### config.mk
export PLATFORM = sky130hd
export DESIGN_NAME = iec958_subframe_encoder_with_fade_core
export DESIGN_NICKNAME = d
export VERILOG_FILES = /design/src/sv/iecfade_pkg.sv /design/src/sv/iecfade_apb_regs.sv /design/src/sv/iecfade_frame_ctr.sv /design/src/sv/iecfade_encode.sv /design/src/sv/iec958_subframe_encoder_with_fade_core.sv
export SDC_FILE = /design/constraint.sdc
export NUM_CORES = 1
export LEC_CHECK = 0
export ABC_CLOCK_PERIOD_IN_PS = 17800
export BUFFER_PORTS_ARGS = -buffer_cell sky130_fd_sc_hd__buf_2
export CELL_PAD_IN_SITES_DETAIL_PLACEMENT = 2
export CELL_PAD_IN_SITES_GLOBAL_PLACEMENT = 2
export CORE_UTILIZATION = 25
export CTS_CLUSTER_DIAMETER = 40
export CTS_CLUSTER_SIZE = 40
export DETAILED_ROUTE_END_ITERATION = 10
export HOLD_SLACK_MARGIN = 0.02
export PLACE_DENSITY = 0.63
export SYNTH_ARGS = -nofsm -noshare
export SYNTH_HDL_FRONTEND = slang
export SYNTH_HIERARCHICAL = 1
export SYNTH_SLANG_ARGS = --single-unit
### constraint.sdc
create_clock -name clk -period 17.8 [get_ports clk]
set_input_delay 3.56 -clock clk [delete_from_list [all_inputs] [get_ports clk]]
set_output_delay 3.56 -clock clk [all_outputs]
set_load 0.01 [all_outputs]
### src/sv/iecfade_pkg.sv
// Shared types, constants and helpers of the IEC958 subframe encoder with fade-in.
`default_nettype none
package iecfade_pkg;

	// fade ramp length in frames (a power of two, so the gain divide is a shift)
	localparam int unsigned RAMP_FRAMES  = 4096;
	localparam int unsigned FADE_SHIFT   = $clog2(RAMP_FRAMES);
	localparam int unsigned FADE_W       = FADE_SHIFT + 1;
	// frames per channel-status block
	localparam int unsigned BLOCK_FRAMES = 192;
	localparam int unsigned POS_W        = 8;
	localparam int unsigned CH_W         = 3;
	localparam int unsigned MAX_CHANNELS = 8;
	localparam int unsigned SAMPLE_W     = 16;
	localparam int unsigned SUBFRAME_W   = 32;

	// preamble codes in subframe bits 0-3
	localparam logic [3:0] PRE_Z = 4'h8;
	localparam logic [3:0] PRE_X = 4'h2;
	localparam logic [3:0] PRE_Y = 4'h4;

	// channel-status block constants
	localparam logic [7:0] CS_BYTE0 = 8'h0C;
	localparam logic [7:0] CS_BYTE4 = 8'h08;

	// register map, selected by paddr[2]
	typedef enum logic {
		REG_CHANNEL_COUNT = 1'b0,
		REG_RATE_CODE     = 1'b1
	} reg_idx_t;

	// per-item context captured from the frame counters at accept time
	typedef struct packed {
		logic                    chan_nonzero;
		logic [POS_W-1:0]        block_pos;
		logic [FADE_W-1:0]       ramp_pos;
		logic                    last;
	} ctx_t;

	// channel-status bit for a frame within the 192-bit block, LSB first per byte
	function automatic logic status_bit(input logic [POS_W-1:0] pos, input logic [3:0] rate);
		logic [4:0] byte_idx;
		logic [2:0] bit_idx;
		logic [7:0] cs_byte;
		byte_idx = pos[7:3];
		bit_idx  = pos[2:0];
		unique case (byte_idx)
			5'd0:    cs_byte = CS_BYTE0;
			5'd3:    cs_byte = {rate, 4'h0};
			5'd4:    cs_byte = CS_BYTE4;
			default: cs_byte = 8'h00;
		endcase
		return cs_byte[bit_idx];
	endfunction

endpackage
`default_nettype wire

### src/sv/iecfade_apb_regs.sv
// APB configuration registers: channel count and sample rate code.
`default_nettype none
module iecfade_apb_regs
	import iecfade_pkg::*;
(
	input  wire logic        clk,
	input  wire logic        arst_n,
	input  wire logic        psel,
	input  wire logic        penable,
	input  wire logic        pwrite,
	input  wire logic [2:0]  paddr,
	input  wire logic [31:0] pwdata,
	output logic      [31:0] prdata,
	output logic             pready,
	output logic      [3:0]  channel_count,
	output logic      [3:0]  rate_code
);

	logic     wr_en;
	reg_idx_t sel;

	assign pready = 1'b1;
	assign wr_en  = psel & penable & pwrite;
	assign sel    = reg_idx_t'(paddr[2]);

	// register write
	always_ff @(posedge clk or negedge arst_n) begin
		if (!arst_n) begin
			channel_count <= 4'd2;
			rate_code     <= 4'd2;
		end else if (wr_en) begin
			unique case (sel)
				REG_CHANNEL_COUNT: channel_count <= pwdata[3:0];
				REG_RATE_CODE:     rate_code     <= pwdata[3:0];
			endcase
		end
	end

	// read mux
	always_comb begin
		unique case (sel)
			REG_CHANNEL_COUNT: prdata = {28'd0, channel_count};
			REG_RATE_CODE:     prdata = {28'd0, rate_code};
		endcase
	end

endmodule
`default_nettype wire

### src/sv/iecfade_frame_ctr.sv
// Channel, status-block and fade counters; yields the context of each accepted item.
`default_nettype none
module iecfade_frame_ctr
	import iecfade_pkg::*;
(
	input  wire logic       clk,
	input  wire logic       arst_n,
	input  wire logic       advance,
	input  wire logic [3:0] channel_count,
	output ctx_t            ctx,
	output logic [POS_W-1:0]  block_pos_q,
	output logic [FADE_W-1:0] ramp_pos_q
);

	logic [CH_W-1:0] chan_q;
	logic [3:0]      count;
	logic [3:0]      chan_next;
	logic            last;

	// clamp channel count into 1..8
	always_comb begin
		priority if (channel_count == 4'd0)
			count = 4'd1;
		else if (channel_count > 4'(MAX_CHANNELS))
			count = 4'(MAX_CHANNELS);
		else
			count = channel_count;
	end

	assign chan_next = {1'b0, chan_q} + 4'd1;
	assign last      = chan_next >= count;

	assign ctx.chan_nonzero = chan_q != '0;
	assign ctx.block_pos    = block_pos_q;
	assign ctx.ramp_pos     = ramp_pos_q;
	assign ctx.last         = last;

	// the channel counter advances once per accepted item; block and fade counters once per frame
	always_ff @(posedge clk or negedge arst_n) begin
		if (!arst_n) begin
			chan_q      <= '0;
			block_pos_q <= '0;
			ramp_pos_q  <= '0;
		end else if (advance) begin
			if (last) begin
				chan_q      <= '0;
				block_pos_q <= (block_pos_q == POS_W'(BLOCK_FRAMES - 1)) ? '0 : block_pos_q + 1'b1;
				if (ramp_pos_q != FADE_W'(RAMP_FRAMES))
					ramp_pos_q <= ramp_pos_q + 1'b1;
			end else begin
				chan_q <= chan_next[CH_W-1:0];
			end
		end
	end

endmodule
`default_nettype wire

### src/sv/iecfade_encode.sv
// Fade gain and IEC958 subframe assembly for one sample.
`default_nettype none
module iecfade_encode
	import iecfade_pkg::*;
(
	input  wire logic signed [SAMPLE_W-1:0] sample,
	input  wire ctx_t                       ctx,
	input  wire logic [3:0]                 rate_code,
	output logic signed [SAMPLE_W-1:0]      faded_sample,
	output logic [SUBFRAME_W-1:0]           subframe
);

	localparam int unsigned PROD_W = SAMPLE_W + FADE_W + 1;

	logic signed [PROD_W-1:0] prod;
	logic signed [PROD_W-1:0] biased;
	logic                     cs_bit;
	logic                     parity;
	logic [3:0]               preamble;

	// gain: sample * ramp_pos / RAMP_FRAMES, truncated toward zero
	assign prod   = PROD_W'(sample) * PROD_W'(signed'({1'b0, ctx.ramp_pos}));
	assign biased = prod[PROD_W-1] ? prod + PROD_W'(RAMP_FRAMES - 1) : prod;

	always_comb begin
		if (ctx.ramp_pos == FADE_W'(RAMP_FRAMES))
			faded_sample = sample;
		else
			faded_sample = biased[FADE_SHIFT +: SAMPLE_W];
	end

	assign cs_bit = status_bit(ctx.block_pos, rate_code);
	// even parity over bits 4-30: only audio and status bits can be set there
	assign parity = ^{faded_sample, cs_bit};

	always_comb begin
		priority if (ctx.chan_nonzero)
			preamble = PRE_Y;
		else if (ctx.block_pos == '0)
			preamble = PRE_Z;
		else
			preamble = PRE_X;
	end

	assign subframe = {parity, cs_bit, 2'b00, faded_sample, 8'h00, preamble};

endmodule
`default_nettype wire

### src/sv/iec958_subframe_encoder_with_fade_core.sv
// Top level of the IEC958 subframe encoder with linear fade-in.
// Takes one signed 16-bit PCM sample per item, channels interleaved, and returns the
// faded sample, the 32-bit IEC958 subframe and a frame-end flag (tlast). The block
// accepts one item every clock cycle unless m_tready low holds a full result register; the
// input register holds the sample with its frame context, and a single pass through
// the 16x14 gain multiplier, parity tree and packing feeds the result register,
// which drives the output. During the first 4096 frames after reset the
// sample is scaled by frame/4096, truncated toward zero. Registers: channel_count at
// 0x0 (0 acts as 1, above 8 acts as 8), rate_code at 0x4 (upper nibble of status
// byte 3). Write them only while the stream is idle.
`default_nettype none
module iec958_subframe_encoder_with_fade_core
	import iecfade_pkg::*;
(
	input  wire logic        clk,
	input  wire logic        arst_n,
	// APB configuration
	input  wire logic        psel,
	input  wire logic        penable,
	input  wire logic        pwrite,
	input  wire logic [2:0]  paddr,
	input  wire logic [31:0] pwdata,
	output logic      [31:0] prdata,
	output logic             pready,
	// sample input
	input  wire logic        s_tvalid,
	output logic             s_tready,
	input  wire logic [15:0] s_tdata,   // [15:0] sample
	// result output
	output logic             m_tvalid,
	input  wire logic        m_tready,
	output logic [47:0]      m_tdata,   // [15:0] faded_sample, [47:16] subframe
	output logic             m_tlast    // frame_end
);

	logic [3:0]  channel_count;
	logic [3:0]  rate_code;
	logic        accept;
	logic        adv2;
	ctx_t        ctx;
	logic [POS_W-1:0]  block_pos_q;
	logic [FADE_W-1:0] ramp_pos_q;

	logic                       valid_s1;
	logic signed [SAMPLE_W-1:0] sample_s1;
	ctx_t                       ctx_s1;

	logic signed [SAMPLE_W-1:0] faded;
	logic [SUBFRAME_W-1:0]      subframe;

	logic                       valid_s2;
	logic signed [SAMPLE_W-1:0] faded_s2;
	logic [SUBFRAME_W-1:0]      subframe_s2;
	logic                       last_s2;

	iecfade_apb_regs u_regs (
		.clk           (clk),
		.arst_n        (arst_n),
		.psel          (psel),
		.penable       (penable),
		.pwrite        (pwrite),
		.paddr         (paddr),
		.pwdata        (pwdata),
		.prdata        (prdata),
		.pready        (pready),
		.channel_count (channel_count),
		.rate_code     (rate_code)
	);

	// handshake: result register frees when empty or taken
	assign adv2     = !valid_s2 || m_tready;
	assign s_tready = !valid_s1 || adv2;
	assign accept   = s_tvalid && s_tready;

	iecfade_frame_ctr u_ctr (
		.clk           (clk),
		.arst_n        (arst_n),
		.advance       (accept),
		.channel_count (channel_count),
		.ctx           (ctx),
		.block_pos_q   (block_pos_q),
		.ramp_pos_q    (ramp_pos_q)
	);

	// input register: valid
	always_ff @(posedge clk or negedge arst_n) begin
		if (!arst_n) begin
			valid_s1 <= 1'b0;
		end else if (accept) begin
			valid_s1 <= 1'b1;
		end else if (adv2) begin
			valid_s1 <= 1'b0;
		end
	end

	// input register: payload
	always_ff @(posedge clk) begin
		if (accept) begin
			sample_s1 <= signed'(s_tdata[SAMPLE_W-1:0]);
			ctx_s1    <= ctx;
		end
	end

	iecfade_encode u_enc (
		.sample       (sample_s1),
		.ctx          (ctx_s1),
		.rate_code    (rate_code),
		.faded_sample (faded),
		.subframe     (subframe)
	);

	// result register: valid
	always_ff @(posedge clk or negedge arst_n) begin
		if (!arst_n) begin
			valid_s2 <= 1'b0;
		end else if (adv2) begin
			valid_s2 <= valid_s1;
		end
	end

	// result register: payload
	always_ff @(posedge clk) begin
		if (adv2 && valid_s1) begin
			faded_s2    <= faded;
			subframe_s2 <= subframe;
			last_s2     <= ctx_s1.last;
		end
	end

	assign m_tvalid = valid_s2;
	assign m_tdata  = {subframe_s2, faded_s2};
	assign m_tlast  = last_s2;

	// fade counter saturates at the ramp length
	a_fade_bound: assert property (@(posedge clk) disable iff (!arst_n)
		ramp_pos_q <= FADE_W'(RAMP_FRAMES))
		else $error("fade position beyond ramp length");

	// status block position stays inside the block
	a_block_bound: assert property (@(posedge clk) disable iff (!arst_n)
		block_pos_q < POS_W'(BLOCK_FRAMES))
		else $error("block position out of range");

	// every delivered subframe has even parity over bits 4-31
	a_parity: assert property (@(posedge clk) disable iff (!arst_n)
		m_tvalid |-> (^m_tdata[47:20]) == 1'b0)
		else $error("subframe parity wrong");

	// a delivered preamble is always one of Z, X or Y
	a_preamble: assert property (@(posedge clk) disable iff (!arst_n)
		m_tvalid |-> (m_tdata[19:16] == PRE_Z || m_tdata[19:16] == PRE_X
			|| m_tdata[19:16] == PRE_Y))
		else $error("bad preamble code");

endmodule
`default_nettype wire
### Word level (Yosys, flattened, before mapping)

Cells that the tools add are included.
W data, S select, Z words.

| word-level totals | value |
|---|---|
| output and inout port bits | 84 |
| input port bits | 58 |
| logic and storage cells | 61 |
| flip-flop bits (word level) | 112 |

| cells by class | value |
|---|---|
| reductions and logical operators | 16 |
| multipliers | 1 |
| $lt $le $gt $ge | 3 |
| mux-type cells | 13 |
| equality and inequality tests | 5 |
| bitwise operators | 3 |
| add/subtract/negate cells | 4 |

Operators by type and width:

| cell | number |
|---|---|
| $pmux W32 S2 | 1 |
| $mul A16 B14 Y30 | 1 |
| $add A28 B12 Y28 const B | 1 |
| $mux W28 | 1 |
| $pmux W8 S3 | 1 |
| $reduce_xor A17 Y1 | 1 |
| $mux W16 | 1 |
| $add A13 B1 Y13 const B | 1 |
| $eq A13 B13 Y1 const B | 1 |
| $ne A13 B13 Y1 const B | 1 |
| $mux W4 | 3 |
| $add A8 B1 Y8 const B | 1 |
| $eq A8 B8 Y1 const B | 1 |
| $logic_not A8 Y1 | 1 |
| $mux W8 | 1 |
| $reduce_and A2 Y1 | 3 |
| $eq A5 B2 Y1 const B | 1 |
| $eq A5 B3 Y1 const B | 1 |
| $logic_not A5 Y1 | 1 |
| $add A3 B1 Y4 const B | 1 |
| $ge A4 B4 Y1 | 1 |
| $gt A4 B4 Y1 const B | 1 |
| $logic_not A4 Y1 | 1 |
| $lt A3 B4 Y1 const B | 1 |
| 11 further kinds | 17 |

### Logic depth before layout (Yosys ltp)

| logic depth | value |
|---|---|
| depth in word-level cells | 5 |
| gate-level depth with buffers | 32 |
| gate-level depth less buffers | 26 |

### Cells and area by module

Netlist, hierarchy kept.

By module, submodules not included:

| module | cells each | times used | sequential area each (µm²) | area an instance (µm²) |
|---|---|---|---|---|
| iecfade_encode | 1,120 | 1 | 0.0 | 9,524.1 |
| iec958_subframe_encoder_with_fade_core | 96 | 1 | 2,692.6 | 2,746.4 |
| iecfade_frame_ctr | 161 | 1 | 600.6 | 1,514.0 |
| iecfade_apb_regs | 53 | 1 | 202.7 | 599.3 |

### Least setup slack after synthesis

No wires, ideal clock.

| path | value |
|---|---|
| path kind | register to register |
| start | register ctx_s1[6] (netlist name) |
| end | register subframe_s2[31], data pin |
| data arrival time | 7.996 ns |
| slack | 9.553 ns |
| library setup time | 0.251 ns |
| buffers on the path | 4 |
| period minus slack after synthesis | 8.247 ns |
| stages on the path, launching flop included | 30 |
| required time | 17.549 ns |
| path through | edfxtp_1 > clkbuf_1 > clkbuf_1 > nand2_1 > fa_1 > inv_1 > fa_1 > fa_1 > inv_1 > fa_1 > inv_1 > fa_1 > inv_1 > fa_1 > inv_1 > ha_1 > or2_2 > and3b_1 > a32oi_1 > o21a_1 > a21oi_1 > or4b_1 > buf_2 > or4_4 > a31oi_4 > xor2_1 > xnor3_1 > xor2_1 > xnor3_1 > buf_4 |

| between the ends | value |
|---|---|
| word-level cells in the longest chain between the ends | 5 |
| elaborated cells between the ends (all ways) | 6 |
| classes of those cells | 1 x add/sub; 1 x mul; 1 x eq/ne; 2 x mux; 1 x reduce/logical |

RTL lines:

| item | RTL line | text |
|---|---|---|
| start: declaration | iec958_subframe_encoder_with_fade_core.sv:46 | `ctx_t ctx_s1;` |
| start signal: assignment | iec958_subframe_encoder_with_fade_core.sv:100 | `ctx_s1 <= ctx;` |
| $mul A16 B14 Y30 | iecfade_encode.sv:22 | `assign prod = PROD_W'(sample) * PROD_W'(signed'({1'b0, ctx.ramp_pos}));` |
| $add A28 B12 Y28 | iecfade_encode.sv:23 | `assign biased = prod[PROD_W-1] ? prod + PROD_W'(RAMP_FRAMES - 1) : prod;` |
| $mux W28 | iecfade_encode.sv:23 |  |
| $mux W16 (*) | iecfade_encode.sv:26 | `if (ctx.ramp_pos == FADE_W'(RAMP_FRAMES))` |
| named net faded[5] | iec958_subframe_encoder_with_fade_core.sv:48 | `logic signed [SAMPLE_W-1:0] faded;` |
| $reduce_xor A17 Y1 (*) | iecfade_encode.sv:34 | `assign parity = ^{faded_sample, cs_bit};` |
| named net u_enc.parity | iecfade_encode.sv:18 | `logic parity;` |
| end signal: assignment | iec958_subframe_encoder_with_fade_core.sv:125 | `subframe_s2 <= subframe;` |
| end: declaration | iec958_subframe_encoder_with_fade_core.sv:53 | `logic [SUBFRAME_W-1:0] subframe_s2;` |

The timed path passes the listed nets; every way through them passes the cells marked *.
A chain may end at the register's enable or synchronous reset.

### Worst setup path in the final report

| path | value |
|---|---|
| start | register ctx_s1[4] (netlist name) |
| end | register subframe_s2[31], data pin |

| between the ends | value |
|---|---|
| word-level cells in the longest chain between the ends | 5 |
| elaborated cells between the ends (all ways) | 6 |
| classes of those cells | 1 x add/sub; 1 x mul; 1 x eq/ne; 2 x mux; 1 x reduce/logical |

RTL lines:

| item | RTL line | text |
|---|---|---|
| $mul A16 B14 Y30 | iecfade_encode.sv:22 |  |
| $add A28 B12 Y28 | iecfade_encode.sv:23 |  |
| $mux W28 | iecfade_encode.sv:23 |  |
| $mux W16 (*) | iecfade_encode.sv:26 |  |
| named net faded[11] | iec958_subframe_encoder_with_fade_core.sv:48 |  |
| $reduce_xor A17 Y1 (*) | iecfade_encode.sv:34 |  |
| named net subframe[31] | iec958_subframe_encoder_with_fade_core.sv:49 | `logic [SUBFRAME_W-1:0] subframe;` |

Marked as above.

==> metrics.md <==
| Metric | Value |
|---|---|
| Status | `finished clean` |
| Unrepaired setup endpoints after global routing | `false` |
| Max Fclk | `0.1059 GHz` |
| Critical path class | `reg -> reg` |
| NumNets Final | `1785` |
| WP data arrival | `9.62 ns` |
| Slew margin rel. | `0.2324` |
| Mean post-synth cell area | `10.08 um2` |
| CP dominant cell by count | `fa_1` |
| Via count | `9662` |
| Drt total wl | `38660 um` |
| CP peak stage delay | `0.84 ns` |
| Finish-stage setup viols | `0` |
| Slowest-stage cell, CP | `edfxtp_1` |
| Postcts setup bufs | `0` |
| Tcrit/Tclk final | `0.5306` |
| Fin. max-slew vios | `0` |
| Initial core utilization | `0.2534` |
| Global Route Usage Sum | `0.1402` |
| Reg-to-Reg End | `subframe_s2[31]` |
| Ports | `142` |
| Rows | `87` |
| Hold Path Class | `reg -> reg` |
| Htree depth | `4` |
| DRC viols | `0` |
| Initial antenna violation count | `1` |
| GPL Wtd Cong | `0.7668` |
| CTS tree | `done` |
| Cts hold-fix bufs | `0` |
| Leading cell types in the layout, fill and taps excluded | `267 x inv_1, 202 x fa_1, 146 x nand2_1` |
| Max Cap Viol | `0` |
| Chip Width | `241.1 um` |
| Hold Path Sink | `m_tlast` |
| IO Port Bufs | `82` |
| Fin crit period | `9.444 ns` |
| Post-synthesis cell area | `14290 um2` |
| CORE AREA | `56390 um2` |
| Layout cells sized above 1 | `0.1182` |
| Critical path capture point type | `flop` |
| Cts repair resizes | `0` |
| Worst Tran Pin Value | `1.151 ns` |
| CTS buffer count | `17` |
| Clock Pin Slew Worst Setup and Hold Paths | `0.07 ns` |
| Drt pass-1 iters | `5` |
| Vias in the first global route | `11.22k` |
| Worst hold stages | `0` |
| Yosys warns | `6` |
| Vias per cell | `4.368` |
| Largest net degree at the start of global routing | `51` |
| GR Overflow Total | `0` |
| Die H | `241.1 um` |
| CTS sink count | `122` |
| Max Root-Sink Buffers | `2` |
| Wire length per cell | `17.48 um` |
| Final setup TNS | `0 ns` |
| Worst reg2reg setup slack | `8.36 ns` |
| Clk_lat worst skew | `0.44 ns` |
| Hold wc startpoint | `ctx_s1[0]` |
| Dpl hpwl | `30030 um` |
| Critical Path Start Type | `flop` |
| R2r worst-path depth | `24` |
| Commonest non-fill, non-tap cell in the layout | `inv_1` |
| Largest fanout on the critical path | `17` |
| Iter 0 DRT Violations | `290` |
| CTS root buf | `clkbuf_16` |
| Die footprint | `58110 um2` |
| Fin Clk Skew | `0.02053 ns` |
| R2r startpoint | `ctx_s1[4]` |
| Syn Inst Count | `1417` |
| Final hold vios | `0` |
| DRT antenna net count | `0` |
| Req. time, crit path | `17.97 ns` |
| First-pass GRT wire length | `62190 um` |
| Critical path cell sequence | `and2_1, inv_1, fa_1, fa_1, inv_1, fa_1, fa_1, fa_1, inv_1, fa_1, inv_1, ha_1, nand3_1, and3b_1, a32oi_1, o21a_1, and3_1, or4b_1, nor4_4, nand2_1, xnor2_1, o21ai_0, xnor3_1, xnor3_1` |
| Area Overhead vs Synth | `9.783%` |
==> worst max-delay path: cells and delay by family, from the launching register on <==
kind            cells  cell delay, ns
fa+ha+maj           7            3.62
simple gates        7            2.51
xor+xnor            3            1.01
flops               1            0.84
compound gates      3            0.70
buf+inv             4            0.47
==> how the worst max path moves through the flow <==
stage	depth (start not counted)	end	start
final	24	subframe_s2[31]	ctx_s1[4]
after CTS	24	subframe_s2[31]	ctx_s1[4]
after floorplan	29	subframe_s2[31]	ctx_s1[6]
after global placement	24	subframe_s2[31]	ctx_s1[4]
after global routing	24	subframe_s2[31]	ctx_s1[4]
after detailed placement	24	subframe_s2[31]	ctx_s1[4]
==> layout make-up <==
cell class                 count  area (um2)
clock buffer                  17       425.4
fill                        6420       40700
antenna                        1       2.502
timing repair buffer          87       447.9
multi-input combinational    947        9191
clock inverter                15       172.7
sequential                   122        3496
inverter                     267        1002
tap                          756       945.9
==> routing by layer <==
| metal | wire (um) | part of all wire | track usage |
|---|---|---|---|
| met1 | 17150 | 0.44 | 0.1786 |
| met2 | 20060 | 0.52 | 0.2512 |
| met3 | 908 | 0.023 | 0.01784 |
| met4 | 540 | 0.014 | 0.03049 |
| met5 | 0 | 0 | 0 |
==> stage by stage <==
stage,cell area [um2],setup slack [ns],hold slack [ns],std cells,util
after floorplan,14430,9.553,0.4003,1454,-
after global placement,15080,8.492,0.4169,2179,0.2675
after detailed placement,15080,8.237,0.4155,2179,0.2675
after CTS,15680,8.210,0.4314,2211,0.2781
after global routing,15680,7.865,0.4366,2211,0.2781
final,15680,8.356,0.4271,2212,0.2781
==> state kept, by name (all words and copies together) (netlist names) <==
name and flops:
u_ctr/ramp_pos_q 13, u_ctr/block_pos_q 8, m_tvalid 1, m_tlast 1
ctx_s1 23, subframe_s2 32, u_regs/rate_code 4, sample_s1 16
u_regs/channel_count 4, faded_s2 16, u_ctr/chan_q 3, valid_s1 1
Power is left out: the tool's default activity adds up to more than one toggle a clock period on the data nets, which glitch-free logic cannot reach.
